==> config.mk <==
export PLATFORM = sky130hd
export DESIGN_NAME = clock_stopwatch_key_controller_top
export DESIGN_NICKNAME = d
export VERILOG_FILES = /design/src/rtl/ckc_pkg.sv /design/src/rtl/ckc_core.sv /design/src/rtl/ckc_divmod.sv /design/src/rtl/clock_stopwatch_key_controller_top.sv
export SDC_FILE = /design/constraint.sdc
export NUM_CORES = 1
export LEC_CHECK = 0
export ABC_AREA = 1
export CORE_UTILIZATION = 50
export DETAILED_ROUTE_END_ITERATION = 8
export DONT_BUFFER_PORTS = 1
export GPL_TIMING_DRIVEN = 0
export PLACE_DENSITY = 0.68
export SYNTH_ARGS = -nofsm -noshare
export SYNTH_HDL_FRONTEND = slang
export SYNTH_SLANG_ARGS = --single-unit
==> constraint.sdc <==
create_clock -name clk -period 8.46 [get_ports clk]
set_clock_uncertainty 0.2 [all_clocks]
set_input_delay 0.846 -clock clk [delete_from_list [all_inputs] [get_ports clk]]
set_output_delay 0.846 -clock clk [all_outputs]
set_load 0.01 [all_outputs]
==> src/rtl/ckc_pkg.sv <==
package ckc_pkg;

    localparam int VAL_W       = 17;
    localparam int DIV_W       = 13;
    localparam int RECIP_W     = 15;
    localparam int RECIP_SHIFT = 20;
    localparam int QUOT_W      = VAL_W + RECIP_W - RECIP_SHIFT;
    localparam int CFG_IDX_W   = 2;

    localparam logic [CFG_IDX_W-1:0] CFG_SCAN_PERIOD = 2'd0;
    localparam logic [CFG_IDX_W-1:0] CFG_LONG_PRESS  = 2'd1;
    localparam logic [CFG_IDX_W-1:0] CFG_SW_PERIOD   = 2'd2;
    localparam logic [CFG_IDX_W-1:0] CFG_SCANS_SEC   = 2'd3;

    localparam logic [7:0] RST_SCAN_PERIOD = 8'd20;
    localparam logic [7:0] RST_LONG_PRESS  = 8'd25;
    localparam logic [7:0] RST_SW_PERIOD   = 8'd10;
    localparam logic [7:0] RST_SCANS_SEC   = 8'd50;

    localparam logic [1:0] VIEW_CLOCK     = 2'd0;
    localparam logic [1:0] VIEW_STOPWATCH = 2'd1;
    localparam logic [1:0] VIEW_SETTING   = 2'd2;

    localparam logic [1:0] FIELD_HOUR = 2'd0;
    localparam logic [1:0] FIELD_MIN  = 2'd1;
    localparam logic [1:0] FIELD_SEC  = 2'd2;

    localparam logic [2:0] KEY_NONE = 3'd0;

    localparam logic [3:0] EV_NONE    = 4'd0;
    localparam logic [3:0] EV_UP      = 4'd1;
    localparam logic [3:0] EV_DOWN    = 4'd2;
    localparam logic [3:0] EV_MODE    = 4'd3;
    localparam logic [3:0] EV_CLEAR   = 4'd5;
    localparam logic [3:0] EV_CONFIRM = 4'd6;
    localparam logic [3:0] EV_SETUP   = 4'd7;
    localparam logic [3:0] EV_LONG_OFFSET = 4'd4;

    localparam logic [VAL_W-1:0] DAY_LAST  = 17'd86399;
    localparam logic [15:0]      SW_LAST   = 16'd60001;
    localparam logic [VAL_W-1:0] STEP_HOUR = 17'd3600;
    localparam logic [VAL_W-1:0] STEP_MIN  = 17'd60;
    localparam logic [VAL_W-1:0] STEP_SEC  = 17'd1;

    localparam logic [DIV_W-1:0] DIV_HOUR   = 13'd3600;
    localparam logic [DIV_W-1:0] DIV_MIN    = 13'd60;
    localparam logic [DIV_W-1:0] DIV_SW_MIN = 13'd6000;
    localparam logic [DIV_W-1:0] DIV_SW_SEC = 13'd100;

    localparam logic [RECIP_W-1:0] RECIP_HOUR   = RECIP_W'((1 << RECIP_SHIFT) / 3600);
    localparam logic [RECIP_W-1:0] RECIP_MIN    = RECIP_W'((1 << RECIP_SHIFT) / 60);
    localparam logic [RECIP_W-1:0] RECIP_SW_MIN = RECIP_W'((1 << RECIP_SHIFT) / 6000);
    localparam logic [RECIP_W-1:0] RECIP_SW_SEC = RECIP_W'((1 << RECIP_SHIFT) / 100);

    typedef struct packed {
        logic [1:0] view;
        logic [1:0] field;
        logic       running;
        logic       led;
        logic [3:0] event_code;
        logic       sw;
    } ctrl_t;

    typedef struct packed {
        ctrl_t            ctrl;
        logic [VAL_W-1:0] value;
    } snap_t;

endpackage

==> src/rtl/ckc_core.sv <==
module ckc_core import ckc_pkg::*;
(
    input  logic                 clk,
    input  logic                 rst_n,
    input  logic                 cfg_valid,
    input  logic [CFG_IDX_W-1:0] cfg_index,
    input  logic [7:0]           cfg_data,
    input  logic                 accept,
    input  logic                 advance,
    input  logic [3:0]           keys_down,
    output logic                 snap_valid,
    output snap_t                snap
);

    logic [7:0]       scan_period_reg, long_press_reg, sw_period_reg, scans_sec_reg;
    logic [7:0]       tick_reg, tick_next;
    logic [7:0]       scan_cnt_reg, scan_cnt_next;
    logic [7:0]       centi_reg, centi_next;
    logic [2:0]       prev_key_reg, prev_key_next;
    logic [2:0]       cur_key_reg, cur_key_next;
    logic [15:0]      held_reg, held_next;
    logic [VAL_W-1:0] day_reg, day_next;
    logic [VAL_W-1:0] set_reg, set_next;
    logic [15:0]      sw_reg, sw_next;
    logic [1:0]       view_reg, view_next;
    logic [1:0]       field_reg, field_next;
    logic             running_reg, running_next;
    logic             led_reg, led_next;
    logic             snap_valid_reg;
    snap_t            snap_reg, snap_next;

    logic [7:0]       tick_inc, centi_inc, scan_inc;
    logic             scan_hit, centi_hit, sec_hit;
    logic [2:0]       key_sel;
    logic [3:0]       ev;
    logic [VAL_W-1:0] step;
    logic [VAL_W:0]   step_sum;

    always_comb
    begin
        tick_inc  = tick_reg + 8'd1;
        centi_inc = centi_reg + 8'd1;
        scan_hit  = (tick_inc >= scan_period_reg);
        tick_next = scan_hit ? 8'd0 : tick_inc;
        scan_inc  = scan_hit ? scan_cnt_reg + 8'd1 : scan_cnt_reg;

        if (keys_down[3])
            key_sel = 3'd4;
        else if (keys_down[2])
            key_sel = 3'd3;
        else if (keys_down[1])
            key_sel = 3'd2;
        else if (keys_down[0])
            key_sel = 3'd1;
        else
            key_sel = KEY_NONE;

        prev_key_next = prev_key_reg;
        cur_key_next  = cur_key_reg;
        held_next     = held_reg;
        ev            = EV_NONE;
        if (scan_hit)
        begin
            prev_key_next = cur_key_reg;
            cur_key_next  = key_sel;
            if (key_sel != KEY_NONE)
            begin
                if (held_reg != 16'hFFFF)
                    held_next = held_reg + 16'd1;
            end
            else if (cur_key_reg != KEY_NONE)
            begin
                ev = (held_reg > {8'd0, long_press_reg}) ?
                     {1'b0, cur_key_reg} + EV_LONG_OFFSET : {1'b0, cur_key_reg};
                held_next = 16'd0;
            end
        end

        centi_hit  = (centi_inc >= sw_period_reg);
        centi_next = centi_hit ? 8'd0 : centi_inc;
        sw_next    = sw_reg;
        if (centi_hit && running_reg)
            sw_next = (sw_reg < SW_LAST) ? sw_reg + 16'd1 : 16'd0;

        sec_hit       = (scan_inc >= scans_sec_reg);
        scan_cnt_next = sec_hit ? 8'd0 : scan_inc;
        day_next      = day_reg;
        if (sec_hit)
            day_next = (day_reg >= DAY_LAST) ? '0 : day_reg + 17'd1;

        case (field_reg)
            FIELD_HOUR: step = STEP_HOUR;
            FIELD_MIN:  step = STEP_MIN;
            FIELD_SEC:  step = STEP_SEC;
            default:    step = '0;
        endcase
        step_sum = {1'b0, set_reg} + {1'b0, step};

        set_next     = set_reg;
        view_next    = view_reg;
        field_next   = field_reg;
        running_next = running_reg;
        led_next     = led_reg;
        case (ev)
            EV_UP:
            begin
                if (view_reg == VIEW_STOPWATCH)
                    running_next = ~running_reg;
                if (view_reg == VIEW_SETTING && step_sum <= {1'b0, DAY_LAST})
                    set_next = step_sum[VAL_W-1:0];
            end
            EV_DOWN:
            begin
                if (view_reg == VIEW_SETTING && set_reg >= step)
                    set_next = set_reg - step;
            end
            EV_MODE:
            begin
                if (view_reg == VIEW_CLOCK)
                    view_next = VIEW_STOPWATCH;
                else if (view_reg == VIEW_SETTING)
                    field_next = (field_reg >= FIELD_SEC) ? FIELD_HOUR : field_reg + 2'd1;
                else
                    view_next = VIEW_CLOCK;
            end
            EV_CLEAR:
            begin
                if (view_reg == VIEW_STOPWATCH)
                    sw_next = 16'd0;
            end
            EV_CONFIRM:
            begin
                if (view_reg == VIEW_SETTING)
                begin
                    day_next = set_reg;
                    led_next = ~led_reg;
                end
            end
            EV_SETUP:
            begin
                if (view_reg != VIEW_SETTING)
                begin
                    set_next  = '0;
                    view_next = VIEW_SETTING;
                end
                else
                begin
                    view_next = VIEW_CLOCK;
                end
            end
            default:
            begin
            end
        endcase

        snap_next.ctrl.view       = view_next;
        snap_next.ctrl.field      = field_next;
        snap_next.ctrl.running    = running_next;
        snap_next.ctrl.led        = led_next;
        snap_next.ctrl.event_code = ev;
        snap_next.ctrl.sw         = (view_next == VIEW_STOPWATCH);
        if (view_next == VIEW_STOPWATCH)
            snap_next.value = {1'b0, sw_next};
        else if (view_next == VIEW_SETTING)
            snap_next.value = set_next;
        else
            snap_next.value = day_next;
    end

    always_ff @(posedge clk or negedge rst_n)
    begin
        if (!rst_n)
        begin
            scan_period_reg <= RST_SCAN_PERIOD;
            long_press_reg  <= RST_LONG_PRESS;
            sw_period_reg   <= RST_SW_PERIOD;
            scans_sec_reg   <= RST_SCANS_SEC;
        end
        else if (cfg_valid)
        begin
            case (cfg_index)
                CFG_SCAN_PERIOD: scan_period_reg <= cfg_data;
                CFG_LONG_PRESS:  long_press_reg  <= cfg_data;
                CFG_SW_PERIOD:   sw_period_reg   <= cfg_data;
                CFG_SCANS_SEC:   scans_sec_reg   <= cfg_data;
                default:
                begin
                end
            endcase
        end
    end

    always_ff @(posedge clk or negedge rst_n)
    begin
        if (!rst_n)
        begin
            tick_reg     <= '0;
            scan_cnt_reg <= '0;
            centi_reg    <= '0;
            prev_key_reg <= KEY_NONE;
            cur_key_reg  <= KEY_NONE;
            held_reg     <= '0;
            day_reg      <= '0;
            set_reg      <= '0;
            sw_reg       <= '0;
            view_reg     <= VIEW_CLOCK;
            field_reg    <= FIELD_HOUR;
            running_reg  <= 1'b0;
            led_reg      <= 1'b0;
        end
        else if (accept)
        begin
            tick_reg     <= tick_next;
            scan_cnt_reg <= scan_cnt_next;
            centi_reg    <= centi_next;
            prev_key_reg <= prev_key_next;
            cur_key_reg  <= cur_key_next;
            held_reg     <= held_next;
            day_reg      <= day_next;
            set_reg      <= set_next;
            sw_reg       <= sw_next;
            view_reg     <= view_next;
            field_reg    <= field_next;
            running_reg  <= running_next;
            led_reg      <= led_next;
        end
    end

    always_ff @(posedge clk or negedge rst_n)
    begin
        if (!rst_n)
            snap_valid_reg <= 1'b0;
        else if (advance)
            snap_valid_reg <= accept;
    end

    always_ff @(posedge clk)
    begin
        if (accept)
            snap_reg <= snap_next;
    end

    assign snap_valid = snap_valid_reg;
    assign snap       = snap_reg;

endmodule

==> src/rtl/ckc_divmod.sv <==
module ckc_divmod import ckc_pkg::*;
(
    input  logic               clk,
    input  logic               advance,
    input  logic [VAL_W-1:0]   value,
    input  logic [RECIP_W-1:0] recip,
    input  logic [DIV_W-1:0]   divisor,
    output logic [QUOT_W-1:0]  quot,
    output logic [DIV_W-1:0]   rem
);

    logic [VAL_W-1:0]         val_reg;
    logic [DIV_W-1:0]         div_reg;
    logic [QUOT_W-1:0]        qest_reg, qest_next;
    logic [QUOT_W-1:0]        quot_reg, quot_next;
    logic [DIV_W-1:0]         rem_reg, rem_next;
    logic [VAL_W+RECIP_W-1:0] prod;
    logic [QUOT_W+DIV_W-1:0]  back;
    logic [VAL_W-1:0]         diff;
    logic [VAL_W-1:0]         diff_fix;

    // estimate is exact or one low
    always_comb
    begin
        prod      = {{RECIP_W{1'b0}}, value} * {{VAL_W{1'b0}}, recip};
        qest_next = prod[RECIP_SHIFT +: QUOT_W];
    end

    always_comb
    begin
        back     = {{DIV_W{1'b0}}, qest_reg} * {{QUOT_W{1'b0}}, div_reg};
        diff     = val_reg - back[VAL_W-1:0];
        diff_fix = diff - {{(VAL_W-DIV_W){1'b0}}, div_reg};
        if (diff >= {{(VAL_W-DIV_W){1'b0}}, div_reg})
        begin
            quot_next = qest_reg + {{(QUOT_W-1){1'b0}}, 1'b1};
            rem_next  = diff_fix[DIV_W-1:0];
        end
        else
        begin
            quot_next = qest_reg;
            rem_next  = diff[DIV_W-1:0];
        end
    end

    always_ff @(posedge clk)
    begin
        if (advance)
        begin
            val_reg  <= value;
            div_reg  <= divisor;
            qest_reg <= qest_next;
            quot_reg <= quot_next;
            rem_reg  <= rem_next;
        end
    end

    assign quot = quot_reg;
    assign rem  = rem_reg;

endmodule

==> src/rtl/clock_stopwatch_key_controller_top.sv <==
// Clock and stopwatch with key controller.
// Input channel (in_valid / in_ready / keys_down): one request per 1 ms tick,
// carrying the four key levels. Key events, clock, stopwatch and menu state
// are all updated when the request is accepted.
// Output channel (out_valid / out_ready): one result per request, holding the
// view, the selected set field, the three displayed numbers, the stopwatch
// run flag, the confirm LED and the key event decoded on that tick.
// Configuration channel (cfg_valid / cfg_ready / cfg_index / cfg_data): write
// while idle; cfg_ready is always high; indexes 0..3 select scan period, long
// press threshold, stopwatch period and scans per second.
// Pipeline: an accepted request goes through the state update, then two
// divide-by-constant units of two stages each (hours, then minutes/seconds;
// in stopwatch view minutes, then seconds/hundredths).
// Throughput: one request per cycle while out_ready is high.
// Receiver stall: while a result waits with out_ready low, the whole pipeline
// holds and in_ready is low.
// Reset: configuration back to 20/25/10/50, clock 00:00:00, clock view,
// stopwatch stopped and cleared, no result pending.
module clock_stopwatch_key_controller_top import ckc_pkg::*;
(
    input  logic                 clk,
    input  logic                 rst_n,
    input  logic                 cfg_valid,
    output logic                 cfg_ready,
    input  logic [CFG_IDX_W-1:0] cfg_index,
    input  logic [7:0]           cfg_data,
    input  logic                 in_valid,
    output logic                 in_ready,
    input  logic [3:0]           keys_down,
    output logic                 out_valid,
    input  logic                 out_ready,
    output logic [1:0]           view,
    output logic [1:0]           edit_field,
    output logic [6:0]           shown_high,
    output logic [5:0]           shown_mid,
    output logic [6:0]           shown_low,
    output logic                 stopwatch_running,
    output logic                 confirm_led,
    output logic [3:0]           key_event
);

    logic              advance;
    logic              accept;
    logic              s1_valid;
    snap_t             s1;
    logic              s2_valid_reg, s3_valid_reg, s4_valid_reg, out_valid_reg;
    ctrl_t             s2_ctrl_reg, s3_ctrl_reg, s4_ctrl_reg, out_ctrl_reg;
    logic [QUOT_W-1:0] s4_hi_reg, out_hi_reg;
    logic [RECIP_W-1:0] recip_a, recip_b;
    logic [DIV_W-1:0]  div_a, div_b;
    logic [QUOT_W-1:0] quot_a, quot_b;
    logic [DIV_W-1:0]  rem_a, rem_b;

    assign advance   = !out_valid_reg || out_ready;
    assign accept    = in_valid && advance;
    assign in_ready  = advance;
    assign cfg_ready = 1'b1;

    ckc_core u_core
    (
        .clk        (clk),
        .rst_n      (rst_n),
        .cfg_valid  (cfg_valid),
        .cfg_index  (cfg_index),
        .cfg_data   (cfg_data),
        .accept     (accept),
        .advance    (advance),
        .keys_down  (keys_down),
        .snap_valid (s1_valid),
        .snap       (s1)
    );

    assign recip_a = s1.ctrl.sw ? RECIP_SW_MIN : RECIP_HOUR;
    assign div_a   = s1.ctrl.sw ? DIV_SW_MIN : DIV_HOUR;
    assign recip_b = s3_ctrl_reg.sw ? RECIP_SW_SEC : RECIP_MIN;
    assign div_b   = s3_ctrl_reg.sw ? DIV_SW_SEC : DIV_MIN;

    ckc_divmod u_div_hi
    (
        .clk     (clk),
        .advance (advance),
        .value   (s1.value),
        .recip   (recip_a),
        .divisor (div_a),
        .quot    (quot_a),
        .rem     (rem_a)
    );

    ckc_divmod u_div_lo
    (
        .clk     (clk),
        .advance (advance),
        .value   ({{(VAL_W-DIV_W){1'b0}}, rem_a}),
        .recip   (recip_b),
        .divisor (div_b),
        .quot    (quot_b),
        .rem     (rem_b)
    );

    always_ff @(posedge clk or negedge rst_n)
    begin
        if (!rst_n)
        begin
            s2_valid_reg  <= 1'b0;
            s3_valid_reg  <= 1'b0;
            s4_valid_reg  <= 1'b0;
            out_valid_reg <= 1'b0;
        end
        else if (advance)
        begin
            s2_valid_reg  <= s1_valid;
            s3_valid_reg  <= s2_valid_reg;
            s4_valid_reg  <= s3_valid_reg;
            out_valid_reg <= s4_valid_reg;
        end
    end

    always_ff @(posedge clk)
    begin
        if (advance)
        begin
            s2_ctrl_reg  <= s1.ctrl;
            s3_ctrl_reg  <= s2_ctrl_reg;
            s4_ctrl_reg  <= s3_ctrl_reg;
            out_ctrl_reg <= s4_ctrl_reg;
            s4_hi_reg    <= quot_a;
            out_hi_reg   <= s4_hi_reg;
        end
    end

    assign out_valid         = out_valid_reg;
    assign view              = out_ctrl_reg.view;
    assign edit_field        = out_ctrl_reg.field;
    assign shown_high        = out_hi_reg[6:0];
    assign shown_mid         = quot_b[5:0];
    assign shown_low         = rem_b[6:0];
    assign stopwatch_running = out_ctrl_reg.running;
    assign confirm_led       = out_ctrl_reg.led;
    assign key_event         = out_ctrl_reg.event_code;

    a_value_range: assert property (@(posedge clk) disable iff (!rst_n)
        s1_valid |-> s1.value <= DAY_LAST)
        else $error("displayed value out of range");

    a_clock_digits: assert property (@(posedge clk) disable iff (!rst_n)
        out_valid && view != VIEW_STOPWATCH |->
            shown_high <= 7'd23 && shown_mid <= 6'd59 && shown_low <= 7'd59)
        else $error("clock digits out of range");

    a_sw_digits: assert property (@(posedge clk) disable iff (!rst_n)
        out_valid && view == VIEW_STOPWATCH |->
            shown_high <= 7'd10 && shown_mid <= 6'd59 && shown_low <= 7'd99)
        else $error("stopwatch digits out of range");

    a_event_code: assert property (@(posedge clk) disable iff (!rst_n)
        out_valid && key_event != EV_NONE |-> key_event <= 4'd8)
        else $error("bad key event");

endmodule
# Word-level counts from Yosys, hierarchy flattened

Index checks and enable logic that the tools add are counted.

Bits in latches: 0
Memories: 0
Output and inout port bits: 33
Memory bits (writable): 0
Bits in read-only memories: 0
Register bits: 317
Logic and storage cells: 182
Input bits: 19

$add $sub $neg: 16
Muxes and demuxes: 50
Shift-type cells: 0
Divide/modulo/power cells: 0
$lt $le $gt $ge: 11
$mul: 4
Bitwise operators: 2
Reduce and logical (&&, ||, !) cells: 18
Equal/unequal tests: 18

Operator list:

| operator                                                                 | count |
|---|---|
| 17-bit two-way mux                                                       | 8 |
| 16-bit two-way mux                                                       | 8 |
| 17-bit case mux with 3 select lines                                      | 1 |
| 12-bit case mux with 3 select lines                                      | 1 |
| 16-bit by 1-bit adder with 16-bit output (second input constant)         | 2 |
| 8-bit two-way mux                                                        | 4 |
| 13-bit by 15-bit multiplier with 28-bit output                           | 1 |
| 17-bit by 9-bit multiplier with 26-bit output                            | 1 |
| 13-bit two-way mux                                                       | 2 |
| 8-bit by 1-bit adder with 8-bit output (second input constant)           | 3 |
| 8-bit greater-or-equal comparator                                        | 3 |
| 7-bit two-way mux                                                        | 3 |
| 17-bit by 12-bit adder with 18-bit output                                | 1 |
| 18-bit by 17-bit <= comparator with 1-bit output (second input constant) | 1 |
| 17-bit by 1-bit adder with 17-bit output (second input constant)         | 1 |
| 17-bit by 12-bit greater-or-equal comparator with 1-bit output           | 1 |
| 17-bit by 13-bit greater-or-equal comparator with 1-bit output           | 1 |
| 17-bit greater-or-equal comparator (second input constant)               | 1 |
| 17-bit by 7-bit greater-or-equal comparator with 1-bit output            | 1 |
| 6-bit by 13-bit multiplier with 17-bit output                            | 1 |
| 13-bit by 17-bit subtractor with 17-bit output                           | 1 |
| 17-bit by 12-bit subtractor with 17-bit output                           | 1 |
| 17-bit subtractor                                                        | 1 |
| 16-bit by 8-bit > comparator with 1-bit output                           | 1 |
| other kinds (33)                                                         | 70 |

# Logic depth before layout (Yosys ltp)

Depth after elaboration: 12
Mapped depth: 35
Gate-level depth less buffers: 33

# By module

From an unflattened synthesis, not the netlist that was laid out.

Cell total of the unflattened synthesis: 6002
Area total of the unflattened synthesis: 46698.5 um^2

By module, submodules not included:

| module                             | area an instance (um^2) | cells an instance | instances | sequential area each (um^2) |
|---|---|---|---|---|
| ckc_divmod (u_div_hi)              | 16757.3                 | 2170              | 1         | 2011.9 |
| ckc_divmod (u_div_lo)              | 16653.5                 | 2141              | 1         | 2011.9 |
| ckc_core                           | 11421.0                 | 1612              | 1         | 4156.5 |
| clock_stopwatch_key_controller_top | 1866.8                  | 79                | 1         | 1781.7 |

# Worst setup path before layout

OpenSTA, ideal clock, no wires.

Path kind: flip-flop to flip-flop
Start point: register u_div_lo.div_reg[4]
End point: register u_div_lo.quot_reg[0] (netlist: u_div_lo.quot[0]), data pin
Arrival time: 5.132 ns
Path slack: 2.874 ns
Clock period less this slack: 5.586 ns
Buffers on the path: 2
Setup time: 0.254 ns
Cell stages (with the launch flop): 27
Path through: edfxtp_1 clkbuf_1 nand2_1 inv_1 fa_1 inv_1 fa_1 inv_1 fa_1 ha_1 ha_1 fa_1 a21oi_1 o21bai_1 a21oi_1 o21bai_1 xor2_1 ha_1 nand2_1 or2_1 o21ai_1 nand4_1 nor2_2 nand3_2 buf_6 nand2_1 nand2_1

Word-level cells in the longest chain between the ends: 4

RTL lines:

| item                                                              | line             | text |
|---|---|---|
| start, declared                                                   | ckc_divmod.sv:13 | `logic [DIV_W-1:0] div_reg;` |
| start signal, assigned                                            | ckc_divmod.sv:51 | `div_reg <= divisor;` |
| 8-bit by 7-bit multiplier with 15-bit output                      | ckc_divmod.sv:31 | `back = {{DIV_W{1'b0}}, qest_reg} * {{QUOT_W{1'b0}}, div_reg};` |
| 13-bit by 17-bit subtractor with 17-bit output                    | ckc_divmod.sv:32 | `diff = val_reg - back[VAL_W-1:0];` |
| 17-bit by 7-bit greater-or-equal comparator with 1-bit output (*) | ckc_divmod.sv:34 | `if (diff >= {{(VAL_W-DIV_W){1'b0}}, div_reg})` |
| 6-bit two-way mux (*)                                             | ckc_divmod.sv:34 |  |
| via u_div_lo.quot_next[0]                                         | ckc_divmod.sv:15 | `logic [QUOT_W-1:0] quot_reg, quot_next;` |
| end signal, assigned                                              | ckc_divmod.sv:53 | `quot_reg <= quot_next;` |
| end, declared                                                     | ckc_divmod.sv:15 |  |

Mark *: on every way through the listed nets, which the timed path passes. The rest lies on a longest branch.
A chain may end at the register's enable or synchronous reset.

==> flow_metrics.py <==
metrics = {
    "logic_synthesis": {
        "syn_area_mm2": 0.0275,
        "synth-seq-cells": 300,
        "syn_avg_cell_area_um2": 8.45,
        "yosysTopAreaCellShare_pct": 17.9,
        "yosys.area.top_type": "edfxtp_1",
        "yosys_warnings": 0,
        "synth_enable_flop_cells": 164,
        "synthFlopType": "edfxtp_1",
        "synth.most_common_cell": "nand2_1",
        "async_reset_ff_share_pct": 45.3,
        "ys_seq_area_share_pct": 30.3,
        "netlist_top_cells_area": "edfxtp_1 18%, fa_1 15%, ha_1 14%",
        "synthCells": 3252,
        "synth_cell_type_count": 61,
        "yosys-top-cells-count": "653 x nand2_1, 652 x inv_1, 298 x ha_1",
    },
    "floorplan": {
        "die_area_mm2": 0.0559,
        "rows": 85,
        "start_util_pct": 50.9,
        "die_w_um": 236,
        "die_y_um": 236,
        "ios": 52,
        "core_mm2": 0.0540,
    },
    "clocking": {
        "tritoncts": "done",
        "ctsResizeCount": 0,
        "worstSkewPairLatency_ps": 560,
        "cts_hold_buf": 1,
        "post_cts_buffers": 0,
        "root_buffer": "clkbuf_16",
        "cts_made_buffers": 35,
        "clockBufferDepth": 3,
        "clock_sinks": 300,
        "htreeDepth": 2,
        "clk_pin_slew_ps": 60,
    },
    "route": {
        "drc": 0,
        "ant_nets": 0,
        "dr.first_iter.drc_count": 1432,
        "vias": 21100,
        "wl_per_cell_um": 15.7,
        "wl_um": 63600,
        "firstDrtPassIters": 5,
        "routed_via_density": 5.22,
    },
    "finish": {
        "final_cells": 4046,
        "final_util_pct": 55.0,
        "antennaDiodeCount": 0,
        "largest_register_ff_count": 28,
        "area_delta_synth_final_pct": 8.09,
        "layout.nets": 3840,
        "layout-drive-gt1-share_pct": 5.34,
        "fill_cells": 4999,
    },
    "critical_path": {
        "path_max_fanout": 10,
        "crit_required_ps": 8560,
        "crit_arrival_ps": 6540,
        "endpoint_kind": "register",
        "start_kind": "register",
        "cpMostUsedCell": "nor2_1",
        "cp.buffers_inverters": 6,
        "max_stage_delay_ps": 410,
        "crit_family": "simple AND/OR/NAND/NOR gates",
        "cp_slowest_cell": "dfrtp_1",
        "path_class": "register to register",
    },
    "placement": {
        "gp_congestion": 0.951,
        "placed_cells": 3981,
        "io_buffers": 0,
        "dpl.hpwl_um": 51000,
    },
    "timing": {
        "fmax_ghz": 0.155,
        "setup_viol": 0,
        "fin_crit_ps": 6440,
        "relSlewSlack_pct": 50.8,
        "setup_tns_ps": 0,
        "worst_pin_slew_ps": 738,
        "hold_violations": 0,
        "rsz0062_at_grt": "false",
        "drv_slew": 0,
        "min_period_over_period_pct": 76.1,
    },
    "global_route": {
        "grt_overflow_total": 0,
        "grt_max_degree": 137,
        "track_usage_pct": 23.3,
        "grt_pass1_wl_um": 105000,
        "grt_antenna_before_repair": 0,
        "first_global_vias": 20600,
    },
    "run": {
        "drv.max_cap_violation_count": 0,
    },
    "worst_hold_path": {
        "hold_class": "input port to async pin",
    },
    "run_status": {
        "status": "finished, final reports clean",
    },
}
[layout make-up]
| type | instances | area (um^2) | area share (%) |
|---|---|---|---|
| buffer | 66 | 340 | 1.15 |
| clock buffer | 42 | 912 | 3.07 |
| clock inverter | 22 | 243 | 0.817 |
| inverter | 676 | 2540 | 8.56 |
| multi-input combinational | 2241 | 16400 | 55.2 |
| sequential | 300 | 8340 | 28.1 |
| tap | 696 | 871 | 2.93 |
| timing repair buffer | 3 | 75.1 | 0.253 |
[kinds of logic after synthesis]
logic type               Yosys count  share of synthesized area [%]
AND/OR/NAND/NOR                 1169                           18.4
XOR/XNOR                         124                           4.02
adder cells (fa/ha/maj)          498                           28.1
other                              2                         0.0273
multiplexers                       1                         0.0364
flip-flops                       300                           30.3
buffers and inverters            742                           10.5
AO/OA/AOI/OAI                    416                           8.56
[cell usage in the layout, fill, tap and decap left out, drive strengths merged, types with 11 or more instances in the layout]
master / synthesis / routed
nor2: 201 / 201
xor2: 108 / 108
conb: 2 / 33
o21ai: 205 / 205
nand4: 70 / 70
o22ai: 15 / 15
nand3: 132 / 132
o21bai: 12 / 12
a31oi: 11 / 11
or2: 11 / 11
dfrtp: 126 / 126
clkinv: 2 / 14
nand2: 671 / 671
nor3: 54 / 54
a21oi: 129 / 129
inv: 674 / 676
o211ai: 12 / 12
clkbuf: 39 / 81
edfxtp: 164 / 164
buf: 27 / 30
nor4: 16 / 16
fa: 200 / 200
ha: 298 / 298
xnor2: 16 / 16
[routing by layer]
layer / wire length [um] / GRT usage (%) / up-vias / part of all wire (%)
met2: 30200 / 39.4 / 484 / 48
met4: 1680 / 6.38 / 0 / 2.6
met3: 2940 / 2.88 / 98 / 4.6
li1: - / - / 10600 / -
met5: 0 / 0 / - / 0
met1: 28700 / 31.5 / 9980 / 45
[per-stage QoR]
step	setup WS, ps	instance area (um^2)	hold slack [ps]
finish	2020	29700	69.8
global route	1450	29700	110
CTS	2060	29700	106
detailed placement	2150	28500	205
global placement	1330	28500	201
floorplan	2870	27600	200
[worst paths after layout]
kind	startpoint	endpoint	slack (ps)	cells past startpoint
hold reg to reg	u_core.snap[21]$_DFFE_PP_	s2_ctrl_reg[4]$_DFFE_PN_	210	0
setup / recovery	u_core.tick_reg[0]$_DFFE_PN0P_	u_core.snap[10]$_DFFE_PP_	2020	35
max in group asynchronous	rst_n	u_core.set_reg[12]$_DFFE_PN0P_	7450	1
setup reg to reg	u_core.tick_reg[0]$_DFFE_PN0P_	u_core.snap[10]$_DFFE_PP_	2020	35
hold / removal	rst_n	u_core.held_reg[5]$_DFFE_PN0P_	70	1
min in group clk	u_core.snap[21]$_DFFE_PP_	s2_ctrl_reg[4]$_DFFE_PN_	210	0
Power is left out: the tool's default activity adds up to more than one toggle a clock period on the data nets, which glitch-free logic cannot reach.
